[config.mk]
export PLATFORM = sky130hd
export DESIGN_NAME = lwbs_ctrl
export DESIGN_NICKNAME = d
export VERILOG_FILES = /design/src/rtl/lwbs_pkg.sv /design/src/rtl/lwbs_ctrl.sv
export SDC_FILE = /design/constraint.sdc
export NUM_CORES = 1
export LEC_CHECK = 0
export ABC_AREA = 1
export BUFFER_PORTS_ARGS = -buffer_cell sky130_fd_sc_hd__buf_2
export CAP_MARGIN = 10
export CORE_AREA = 2 2 39 41
export CTS_CLUSTER_SIZE = 20
export DETAILED_ROUTE_END_ITERATION = 7
export DIE_AREA = 0 0 41 43
export HOLD_SLACK_MARGIN = 0.1
export PLACE_DENSITY = 0.52
export SYNTH_ARGS = -nofsm -noshare
export SYNTH_HDL_FRONTEND = slang
export SYNTH_SLANG_ARGS = --single-unit
[constraint.sdc]
create_clock -name clk -period 1.22 [get_ports clk]
set_input_delay 0.244 -clock clk [delete_from_list [all_inputs] [get_ports clk]]
set_output_delay 0.244 -clock clk [all_outputs]
set_load 0.005 [all_outputs]
[src/rtl/lwbs_pkg.sv]
// ----------------------------------------------------------------------------
// Longest window of bounded spread: shared package
// Types and constants that the controller, the datapath and the top level use.
// ----------------------------------------------------------------------------
package lwbs_pkg;

	localparam int unsigned VALUE_W   = 32;
	localparam int unsigned LEN_OUT_W = 11;

	typedef enum logic [2:0] {
		ST_IDLE,
		ST_POP_RD,
		ST_POP_CMP,
		ST_PUSH,
		ST_SHR_RD,
		ST_SHR_CMP,
		ST_FIN
	} lwbs_state_t;

	typedef struct packed {
		logic take;
		logic rd_tail;
		logic pop_eval;
		logic push;
		logic shr_eval;
		logic finish;
	} lwbs_cmd_t;

	typedef struct packed {
		logic full;
		logic pop_any;
		logic shr_pop;
		logic out_free;
	} lwbs_status_t;

endpackage

[src/rtl/lwbs_ctrl.sv]
// ----------------------------------------------------------------------------
// Longest window of bounded spread: controller
// Sequences tail pops, the push, head pops and the result hand-off per word.
// ----------------------------------------------------------------------------
module lwbs_ctrl (
	input  logic                   clk,
	input  logic                   arst_n,
	input  logic                   in_valid,
	output logic                   in_ready,
	input  lwbs_pkg::lwbs_status_t status,
	output lwbs_pkg::lwbs_cmd_t    cmd
);

	lwbs_pkg::lwbs_state_t state_q, state_d;

	always_ff @(posedge clk or negedge arst_n) begin
		if (!arst_n) begin
			state_q <= lwbs_pkg::ST_IDLE;
		end else begin
			state_q <= state_d;
		end
	end

	always_comb begin
		state_d = state_q;
		unique case (state_q)
			lwbs_pkg::ST_IDLE: begin
				if (in_valid) begin
					state_d = status.full ? lwbs_pkg::ST_FIN : lwbs_pkg::ST_POP_RD;
				end
			end
			lwbs_pkg::ST_POP_RD: begin
				state_d = lwbs_pkg::ST_POP_CMP;
			end
			lwbs_pkg::ST_POP_CMP: begin
				state_d = status.pop_any ? lwbs_pkg::ST_POP_RD : lwbs_pkg::ST_PUSH;
			end
			lwbs_pkg::ST_PUSH: begin
				state_d = lwbs_pkg::ST_SHR_RD;
			end
			lwbs_pkg::ST_SHR_RD: begin
				state_d = lwbs_pkg::ST_SHR_CMP;
			end
			lwbs_pkg::ST_SHR_CMP: begin
				state_d = status.shr_pop ? lwbs_pkg::ST_SHR_RD : lwbs_pkg::ST_FIN;
			end
			lwbs_pkg::ST_FIN: begin
				if (status.out_free) begin
					state_d = lwbs_pkg::ST_IDLE;
				end
			end
			default: begin
				state_d = lwbs_pkg::ST_IDLE;
			end
		endcase
	end

	always_comb begin
		cmd      = '0;
		in_ready = 1'b0;
		unique case (state_q)
			lwbs_pkg::ST_IDLE: begin
				in_ready = 1'b1;
				cmd.take = in_valid;
			end
			lwbs_pkg::ST_POP_RD: begin
				cmd.rd_tail = 1'b1;
			end
			lwbs_pkg::ST_POP_CMP: begin
				cmd.pop_eval = 1'b1;
			end
			lwbs_pkg::ST_PUSH: begin
				cmd.push = 1'b1;
			end
			lwbs_pkg::ST_SHR_RD: begin
				cmd.rd_tail = 1'b0;
			end
			lwbs_pkg::ST_SHR_CMP: begin
				cmd.shr_eval = 1'b1;
			end
			lwbs_pkg::ST_FIN: begin
				cmd.finish = status.out_free;
			end
			default: begin
				cmd = '0;
			end
		endcase
	end

endmodule

==> impl_metrics.yaml, run 1 <==
power:
  switching_share: 0.453
  clkPwrFrac: 0.166
  internal_power_uw: 601
  seqPwrFrac: 0.243
  leakage_nw: 0.252
  power_switching_uw: 497
  combPwrFrac: 0.591
  power.density_nw_per_um2: 2520
  ir_drop_v: 0.00104
  power_mw: 1.10
die:
  ios: 14
  fp.dieH_um: 43
  die-area_um2: 1760
  core_um2: 1380
  die_x_um: 41
  start_util: 0.186
  rows: 14
cells_and_area:
  nNetsFinal: 72
  diodes: 0
  drive_gt1_frac: 0.547
  largest-register: "state_q"
  synthToLayoutAreaGrowth_pct: 69.4
  design_area_um2: 437
  fill_cells: 161
  largest_register_ffs: 3
  reg_top3: "state_q (3)"
  fin_util: 0.316
clock_network:
  clock_latency_ns: 0.24
  cts_buffer_depth: 2
  cts_tree: "yes"
  root_buffer: "clkbuf_4"
  cts.clk_slew.worst_paths_ns: 0.04
  numCtsBuffers: 3
  clock-sinks: 3
  htreeDepth: 1
synth:
  synthCells: 42
  synth_top_area_cell: "dfrtp_1"
  yosysUniqueCellTypes: 14
  ys_ff_latch: 3
  synth_area_leaders: "dfrtp_1 29%, nand2_1 12%, inv_1 10%, nand3_1 9.7%, nor2_1 7.3%"
  yosysWarnings: 0
  synth_area_um2: 258
  ys_seq_area_frac: 0.291
  syn_nets: 49
  netlist.area_leader.share: 0.291
  syn_avg_cell_area_um2: 6.14
timing:
  slew-limit-headroom: 0.887
  min_period_over_period: 1.08
  max_freq_mhz: 759
  hold_viol: 0
  final_max_slew_viol_count: 0
  setup_ws_ns: -0.0980
  setup_viol: 7
  timing.hold.ws_ns: 0.296
  finClkSkew_ns: 0.00358
  tightest_slew_ns: 0.169
  period_minus_slack_ns: 1.32
  grt_setup_unrepaired: "true"
global_routing:
  grt.total_usage: 0.0985
  antenna_found_initial: 0
  grt_pass1_wl_mm: 1.10
  grt_max_degree: 7
  grt_overflow: 0
  grt_pass1_vias: 282
min_path:
  hp-class: "input pin to flop"
worst_setup_path:
  critPathArrivalTime_ns: 1.07
  r2r_slack_ns: 0.05
  endpoint_kind: "primary output"
  crit_fanout: 6
  cp-start-kind: "flop"
  crit_required_ns: 0.98
  crit_type: "flop to primary output"
routing:
  drt-pass1-iter-count: 3
  vias: 329
  drc_errors: 0
  wl_per_cell_um: 8.80
  routed_wl_um: 704
  drt.antenna.violating_nets: 0
  drtIter0Drc: 5
  vias_per_cell: 4.11
run:
  cap_violations: 0
placement:
  gp_congestion: 0.798
  portBuffers: 13
  placed_area_um2: 332
  hpwl_um: 454
  place_ws_ns: 0.0304
run_status:
  violations: "setup timing"
  status: "complete, but fails checks"
[final cells by class]
cell class,count,area (µm²),share of cell area
Multi-Input combinational cell,29,163,0.372
Timing Repair Buffer,19,113,0.258
Sequential cell,3,78.8,0.181
Inverter,9,36.3,0.0831
Clock buffer,4,26.3,0.0602
Tap cell,16,20.0,0.0458
[worst paths after layout]
| check | cells past startpoint | end | from |
|---|---|---|---|
| max reg2reg | 7 | state_q[1]$_DFFE_PN0P_ | state_q[2]$_DFFE_PN0P_ |
| min | 4 | state_q[0]$_DFFE_PN0P_ | status[3] |
| min reg2reg | 3 | state_q[2]$_DFFE_PN0P_ | state_q[2]$_DFFE_PN0P_ |
| min in group asynchronous | 2 | state_q[1]$_DFFE_PN0P_ | arst_n |
| max in group asynchronous | 2 | state_q[2]$_DFFE_PN0P_ | arst_n |
| max | 4 | cmd[5] | state_q[1]$_DFFE_PN0P_ |
[metal layers]
metal	share of wire	wire (µm)	up-vias	global-route usage
li1	-	-	174	-
met1	0.47	329	139	0.126
met2	0.44	313	14	0.128
met3	0.063	44	2	0.0157
met4	0.024	17	0	0.100
met5	0	0	-	0
[what timing repair did]
| action | CTS | global route |
|---|---|---|
| endpoints found under the hold margin | 3 | 0 |
| setup buffers | 5 | 1 |
| gates resized for setup | 4 | 6 |
| pin swaps | 3 | 4 |
| endpoints found under the setup margin | 7 | 10 |
| hold buffers | 1 | 0 |
[worst max-delay path, stage by stage, from the launching register on]
cell and delay (ns):
dfrtp_2 0.46, nor2_4 0.14, nand2_2 0.06, nor2_1 0.07
buf_2 0.11
[cell usage in the layout (no fill, tap or decap), drive strengths merged]
master,count
a21oi,2
buf,18
clkbuf,4
dfrtp,3
dlygate4sd3,1
inv,9
nand2,10
nand3,5
nand4,1
nor2,6
nor3,3
o21ai,2
[synth_stat cells, drive strengths merged]
master and instances:
a21oi 2, buf 1, dfrtp 3, inv 9, nand2 10, nand3 5, nand4 1, nor2 6
nor3 3, o21ai 2
[kinds of logic (layout without fill, tap and decap cells)]
group	after synthesis	in the layout	share of synthesized area
DFF	3	3	0.291
and+or+nand+nor	25	25	0.442
buffers and inverters	10	32	0.175
AOI/OAI and AO/OA	4	4	0.0922
[power groups by stage]
stage               combinational (mW)  clock (mW)  sequential (mW)
floorplan                        0.392           0            0.199
global placement                 0.459           0            0.245
detailed placement               0.459           0            0.245
CTS                              0.620       0.187            0.251
global route                     0.738       0.204            0.277
finish                           0.649       0.182            0.267
[stage by stage]
step           instances  setup TNS [ns]
3_5_place_dp          70               0
6_report              80          -0.427
3_3_place_gp          70               0
5_1_grt               80          -0.855
4_1_cts               80          -0.470
2_1_floorplan         42               0
Note: power is estimated with default switching activity, not from simulation.
==> run 2, diff against run 1 <==
--- a/config.mk
+++ b/config.mk
@@ -14,6 +14,8 @@
 export DIE_AREA = 0 0 41 43
 export HOLD_SLACK_MARGIN = 0.1
 export PLACE_DENSITY = 0.52
+export SLEW_MARGIN = 20
 export SYNTH_ARGS = -nofsm -noshare
 export SYNTH_HDL_FRONTEND = slang
 export SYNTH_SLANG_ARGS = --single-unit
+export TNS_END_PERCENT = 50
==> constraint.sdc (replaced) <==
create_clock -name clk -period 1.49 [get_ports clk]
set_input_delay 0.298 -clock clk [delete_from_list [all_inputs] [get_ports clk]]
set_output_delay 0.298 -clock clk [all_outputs]
set_load 0.005 [all_outputs]
==> run 2 against run 1 <==
  * The flow now finishes without violations
  * Via count decreased by 6.1%
  * Hold slack improved by 0.049 ns
  * Sequential power decreased by 19%
  * Global-route usage decreased by 1.6 points
  * Sequential share of layout area increased by 2.6 points
  * Clock skew decreased by 0.0023 ns
  * Critical path depth unchanged
  * Wire length decreased by 10%
  * Sequential cell count unchanged
  * Highest routed layer unchanged
==> impl_metrics.yaml, run 2 (synthesis results as in run 1) <==
clock_network:
  clock-sinks: 3
  cts.clk_slew.worst_paths_ns: 0.04
  cts_tree: "yes"
  clock_latency_ns: 0.23
  cts_buffer_depth: 2
  root_buffer: "clkbuf_4"
  numCtsBuffers: 3
  htreeDepth: 1
die:
  ios: 14
  rows: 14
  start_util: 0.186
  die_x_um: 41
  core_um2: 1380
  fp.dieH_um: 43
  die-area_um2: 1760
cells_and_area:
  drive_gt1_frac: 0.407
  nNetsFinal: 67
  final_common_cell: "buf_2"
  largest-register: "state_q"
  largest_register_ffs: 3
  diodes: 0
  reg_top3: "state_q (3)"
  mostFrequentLayoutCells: "13 x buf_2, 8 x nand2_1, 7 x inv_1"
  synthToLayoutAreaGrowth_pct: 45.6
  fill_cells: 165
  layoutNonFillerInstCount: 75
global_routing:
  grt_util_met1: 0.106
  antenna_found_initial: 0
  grt_pass1_vias: 248
  grt_pass1_wl_um: 931
  grt_overflow: 0
  met2_usage: 0.0969
  grt.total_usage: 0.0824
  busiest_layer: "met1"
  grt_max_degree: 10
  use_met3: 0.0157
routing:
  drc_errors: 0
  vias: 309
  routed_wl_um: 632
  drtIter0Drc: 2
  wl_per_cell_um: 8.43
  drt.antenna.violating_nets: 0
  drt-pass1-iter-count: 2
  vias_per_cell: 4.12
power:
  seqPwrFrac: 0.288
  internal_power_uw: 395
  power.density_nw_per_um2: 2000
  leakage_nw: 0.226
  clkPwrFrac: 0.193
  switching_share: 0.474
  ir_drop_v: 0.000674
  power_switching_uw: 356
  combPwrFrac: 0.518
timing:
  final_max_slew_viol_count: 0
  tightest_slew_ns: 0.191
  min_period_over_period: 0.940
  hold_viol: 0
  finClkSkew_ns: 0.00125
  setup_tns_ns: 0
  setup_viol: 0
  period_minus_slack_ns: 1.40
  max_freq_mhz: 714
  grt_setup_unrepaired: "false"
  slew-limit-headroom: 0.873
placement:
  dp_cells: 70
  portBuffers: 13
  gp_congestion: 0.798
  hpwl_um: 454
worst_setup_path:
  r2r_start: "state_q[1]$_DFFE_PN0P_"
  crit_required_ns: 1.19
  critPathArrivalTime_ns: 1.10
  endpoint_kind: "primary output"
  r2r_cells: 7
  r2r_slack_ns: 0.39
  crit_type: "flop to primary output"
  cp-start-kind: "flop"
  r2r_end: "state_q[1]$_DFFE_PN0P_"
  crit_fanout: 9
min_path:
  hold_depth: 4
  min_from: "status[3]"
  hp-class: "input pin to flop"
  holdPathEnd: "state_q[0]$_DFFE_PN0P_"
run:
  cap_violations: 0
run_status:
  status: "finished clean"
==> run 2: cell types whose count changed in the layout (fill, tap and decap cells not counted) <==
cell | previous run | this run
buf_4 | 5 | 0
nand2_1 | 6 | 8
nand2_2 | 4 | 2
nand3_1 | 3 | 5
nand3_2 | 2 | 0
dfrtp_1 | 0 | 1
dfrtp_2 | 3 | 2
inv_2 | 1 | 2
inv_4 | 1 | 0
nor3_1 | 2 | 3
nor3_2 | 1 | 0
==> run 2: worst max-delay path by stage <==
| stage | start | end | cells after the start |
|---|---|---|---|
| 6_report | state_q[1]$_DFFE_PN0P_ | cmd[5] | 4 |
| 5_1_grt | state_q[1]$_DFFE_PN0P_ | cmd[5] | 4 |
| 4_1_cts | state_q[1]$_DFFE_PN0P_ | cmd[5] | 4 |
| 3_5_place_dp | state_q[1]$_DFFE_PN0P_ | cmd[5] | 4 |
| 3_3_place_gp | state_q[1]$_DFFE_PN0P_ | cmd[5] | 4 |
| 2_1_floorplan | state_q[1]$_DFFE_PN0P_ | cmd[5] | 4 |
==> run 2: power by group through the flow <==
stage	Combinational (mW)	Sequential [mW]	Clock (mW)
after detailed placement	0.376	0.201	0
final	0.389	0.217	0.145
after floorplan	0.321	0.163	0
after global placement	0.376	0.200	0
after global routing	0.442	0.224	0.166
after CTS	0.382	0.202	0.153
==> run 2: cell type report <==
cell class	count	area, µm²	area share
clock buffer	4	26.3	0.0700
inverter	9	33.8	0.0900
multi-input combinational	29	143	0.380
sequential	3	77.6	0.207
tap	16	20.0	0.0533
timing repair buffer	14	75.1	0.200
==> run 2: what timing repair did <==
item / 4_1_cts / 5_1_grt
setup buffers: 0 / 0
gates cloned: 0 / 0
setup endpoints to repair: 1 / 2
pin swaps: 0 / 1
endpoints found under the hold margin: 3 / 0
hold buffers: 1 / 0
resized for setup: 1 / 2
==> run 2: metal layers <==
metal  wire length (µm)  share of wire  vias to the layer above
met5                  0              0                        -
li1                   -              -                      166
met4                 14          0.022                        0
met2                255           0.40                       12
met3                 41          0.065                        2
met1                321           0.51                      129
==> run 2: critical path, stage by stage, from the launching register on <==
cell and delay (ns):
dfrtp_2 0.47, nor2_4 0.13, nand2_1 0.08, nor2_1 0.08, buf_2 0.11
==> run 2: metrics by stage <==
step | hold slack, ns | worst slack (ns) | total power, mW | instance area [µm²] | utilization
after CTS | 0.345 | 0.0228 | 0.737 | 369 | 0.267
after detailed placement | 0.0941 | 0.246 | 0.577 | 332 | 0.240
after global routing | 0.370 | 0.0103 | 0.831 | 375 | 0.271
after floorplan | 0.00241 | 0.386 | 0.484 | 258 | -
after global placement | 0.0961 | 0.271 | 0.577 | 332 | 0.240
final | 0.345 | 0.0897 | 0.751 | 375 | 0.271
==> run 3, diff against run 2 <==
--- a/config.mk
+++ b/config.mk
@@ -7,13 +7,13 @@
 export LEC_CHECK = 0
 export ABC_AREA = 1
 export BUFFER_PORTS_ARGS = -buffer_cell sky130_fd_sc_hd__buf_2
-export CAP_MARGIN = 10
+export CAP_MARGIN = 20
 export CORE_AREA = 2 2 39 41
 export CTS_CLUSTER_SIZE = 20
 export DETAILED_ROUTE_END_ITERATION = 7
 export DIE_AREA = 0 0 41 43
 export HOLD_SLACK_MARGIN = 0.1
-export PLACE_DENSITY = 0.52
+export PLACE_DENSITY = 0.49
 export SLEW_MARGIN = 20
 export SYNTH_ARGS = -nofsm -noshare
 export SYNTH_HDL_FRONTEND = slang
==> run 3 against run 2 <==
  * Hold slack gained 0.020 ns
  * First-iteration DRC count unchanged
  * Critical path depth did not move
  * Critical path type unchanged
  * Highest routed layer unchanged
==> impl_metrics.yaml, run 3 (synthesis results as in run 1) <==
global_routing:
  grt_pass1_wl_mm: 1.02
  grt_pass1_vias: 259
  grt.total_usage: 0.0845
  grt_max_degree: 10
  met2_usage: 0.103
  grt_util_met1: 0.126
  grt_overflow: 0
  antenna_found_initial: 0
  use_met3: 0.0157
  busiest_layer: "met1"
routing:
  drt-pass1-iter-count: 4
  wl_per_cell_um: 7.80
  routed_wl_um: 585
  vias_per_cell: 4.11
  vias: 308
  drt.antenna.violating_nets: 0
  drtIter0Drc: 2
  drc_errors: 0
die:
  core_um2: 1380
  start_util: 0.186
  fp.dieH_um: 43
  rows: 14
  die-area_um2: 1760
  ios: 14
  die_x_um: 41
worst_setup_path:
  slowest_stage: "dfrtp_2"
  critPathArrivalTime_ns: 1.12
  endpoint_kind: "primary output"
  path_cells: "nor2_4 -> nand2_1 -> nor2_1 -> buf_2"
  crit_fanout: 9
  cp-start-kind: "flop"
  crit_type: "flop to primary output"
  slowest_delay_ns: 0.47
  crit_required_ns: 1.19
clock_network:
  root_buffer: "clkbuf_4"
  cts_buffer_depth: 2
  numCtsBuffers: 3
  clock-sinks: 3
  htreeDepth: 1
  cts.clk_slew.worst_paths_ns: 0.04
  clock_latency_ns: 0.23
  post_cts.repair.setup_buffers: 0
  cts_tree: "yes"
power:
  power_uw: 738
  ir_drop_v: 0.000497
  power_switching_uw: 343
  leakage_nw: 0.226
  power.density_nw_per_um2: 1970
  clkPwrFrac: 0.191
  internal_power_uw: 394
  switching_share: 0.465
  seqPwrFrac: 0.292
  combPwrFrac: 0.517
cells_and_area:
  reg_top3: "state_q (3)"
  nNetsFinal: 67
  synthToLayoutAreaGrowth_pct: 45.6
  layoutNonFillerInstCount: 75
  largest-register: "state_q"
  drive_gt1_frac: 0.407
  diodes: 0
  final_common_cell: "buf_2"
  mostFrequentLayoutCells: "13 x buf_2, 8 x nand2_1, 7 x inv_1"
  largest_register_ffs: 3
timing:
  timing.hold.ws_ns: 0.366
  period_minus_slack_ns: 1.42
  final_max_slew_viol_count: 0
  setup_tns_ns: 0
  slew-limit-headroom: 0.877
  setup_viol: 0
  hold_viol: 0
  setup_ws_ns: 0.0746
  max_freq_mhz: 706
  finClkSkew_ns: 0.00283
  tightest_slew_ns: 0.184
  min_period_over_period: 0.950
  grt_setup_unrepaired: "false"
placement:
  dp_cells: 70
  hpwl_um: 466
  portBuffers: 13
  place_ws_ns: 0.261
  gp_congestion: 0.809
min_path:
  hp-class: "input pin to flop"
run:
  cap_violations: 0
run_status:
  status: "finished clean"
[run 3: timing repair]
item                                    CTS  global route
hold buffers                              1             0
hold endpoints to repair                  3             0
gates resized for setup                   0             3
endpoints found under the setup margin    0             4
[run 3: critical path: cells and delay by family, from the launching register on]
| kind | cells | cell delay (ns) |
|---|---|---|
| AND/OR/NAND/NOR | 3 | 0.30 |
| buffers and inverters | 1 | 0.11 |
| flip-flops | 1 | 0.47 |
[run 3: area by class of cell]
cell class              instances  area, µm²
well taps                      16       20.0
fillers                       165       1010
inverters                       9       33.8
multi-input cells              29        143
repair buffers                 14       75.1
clock buffers                   4       26.3
flip-flops and latches          3       77.6
[run 3: metal layers]
layer | wire [µm] | vias to the layer above | share of wire
met5 | 0 | - | 0
met4 | 17 | 0 | 0.029
met3 | 40 | 2 | 0.068
met2 | 247 | 10 | 0.42
met1 | 280 | 132 | 0.48
li1 | - | 164 | -
[run 3: power groups by stage]
stage	logic [mW]	clock network [mW]	registers [mW]
5_1_grt	0.449	0.160	0.227
4_1_cts	0.381	0.146	0.202
3_3_place_gp	0.376	0	0.203
3_5_place_dp	0.378	0	0.202
2_1_floorplan	0.321	0	0.163
6_report	0.381	0.141	0.216
[run 3: through the flow]
step | instance area (µm²) | util
2_1_floorplan | 258 | -
3_3_place_gp | 332 | 0.240
3_5_place_dp | 332 | 0.240
4_1_cts | 368 | 0.266
5_1_grt | 375 | 0.271
6_report | 375 | 0.271
[run 3: path summary, 6_finish.rpt]
kind	startpoint	endpoint	slack [ns]	cells past startpoint
setup / recovery	state_q[1]$_DFFE_PN0P_	cmd[5]	0.07	4
hold / removal	status[0]	state_q[2]$_DFFE_PN0P_	0.37	4
setup reg to reg	state_q[1]$_DFFE_PN0P_	state_q[1]$_DFFE_PN0P_	0.41	7
hold reg to reg	state_q[0]$_DFFE_PN0P_	state_q[0]$_DFFE_PN0P_	0.67	3
max in group asynchronous	arst_n	state_q[0]$_DFFE_PN0P_	0.99	2
min in group asynchronous	arst_n	state_q[2]$_DFFE_PN0P_	0.39	2
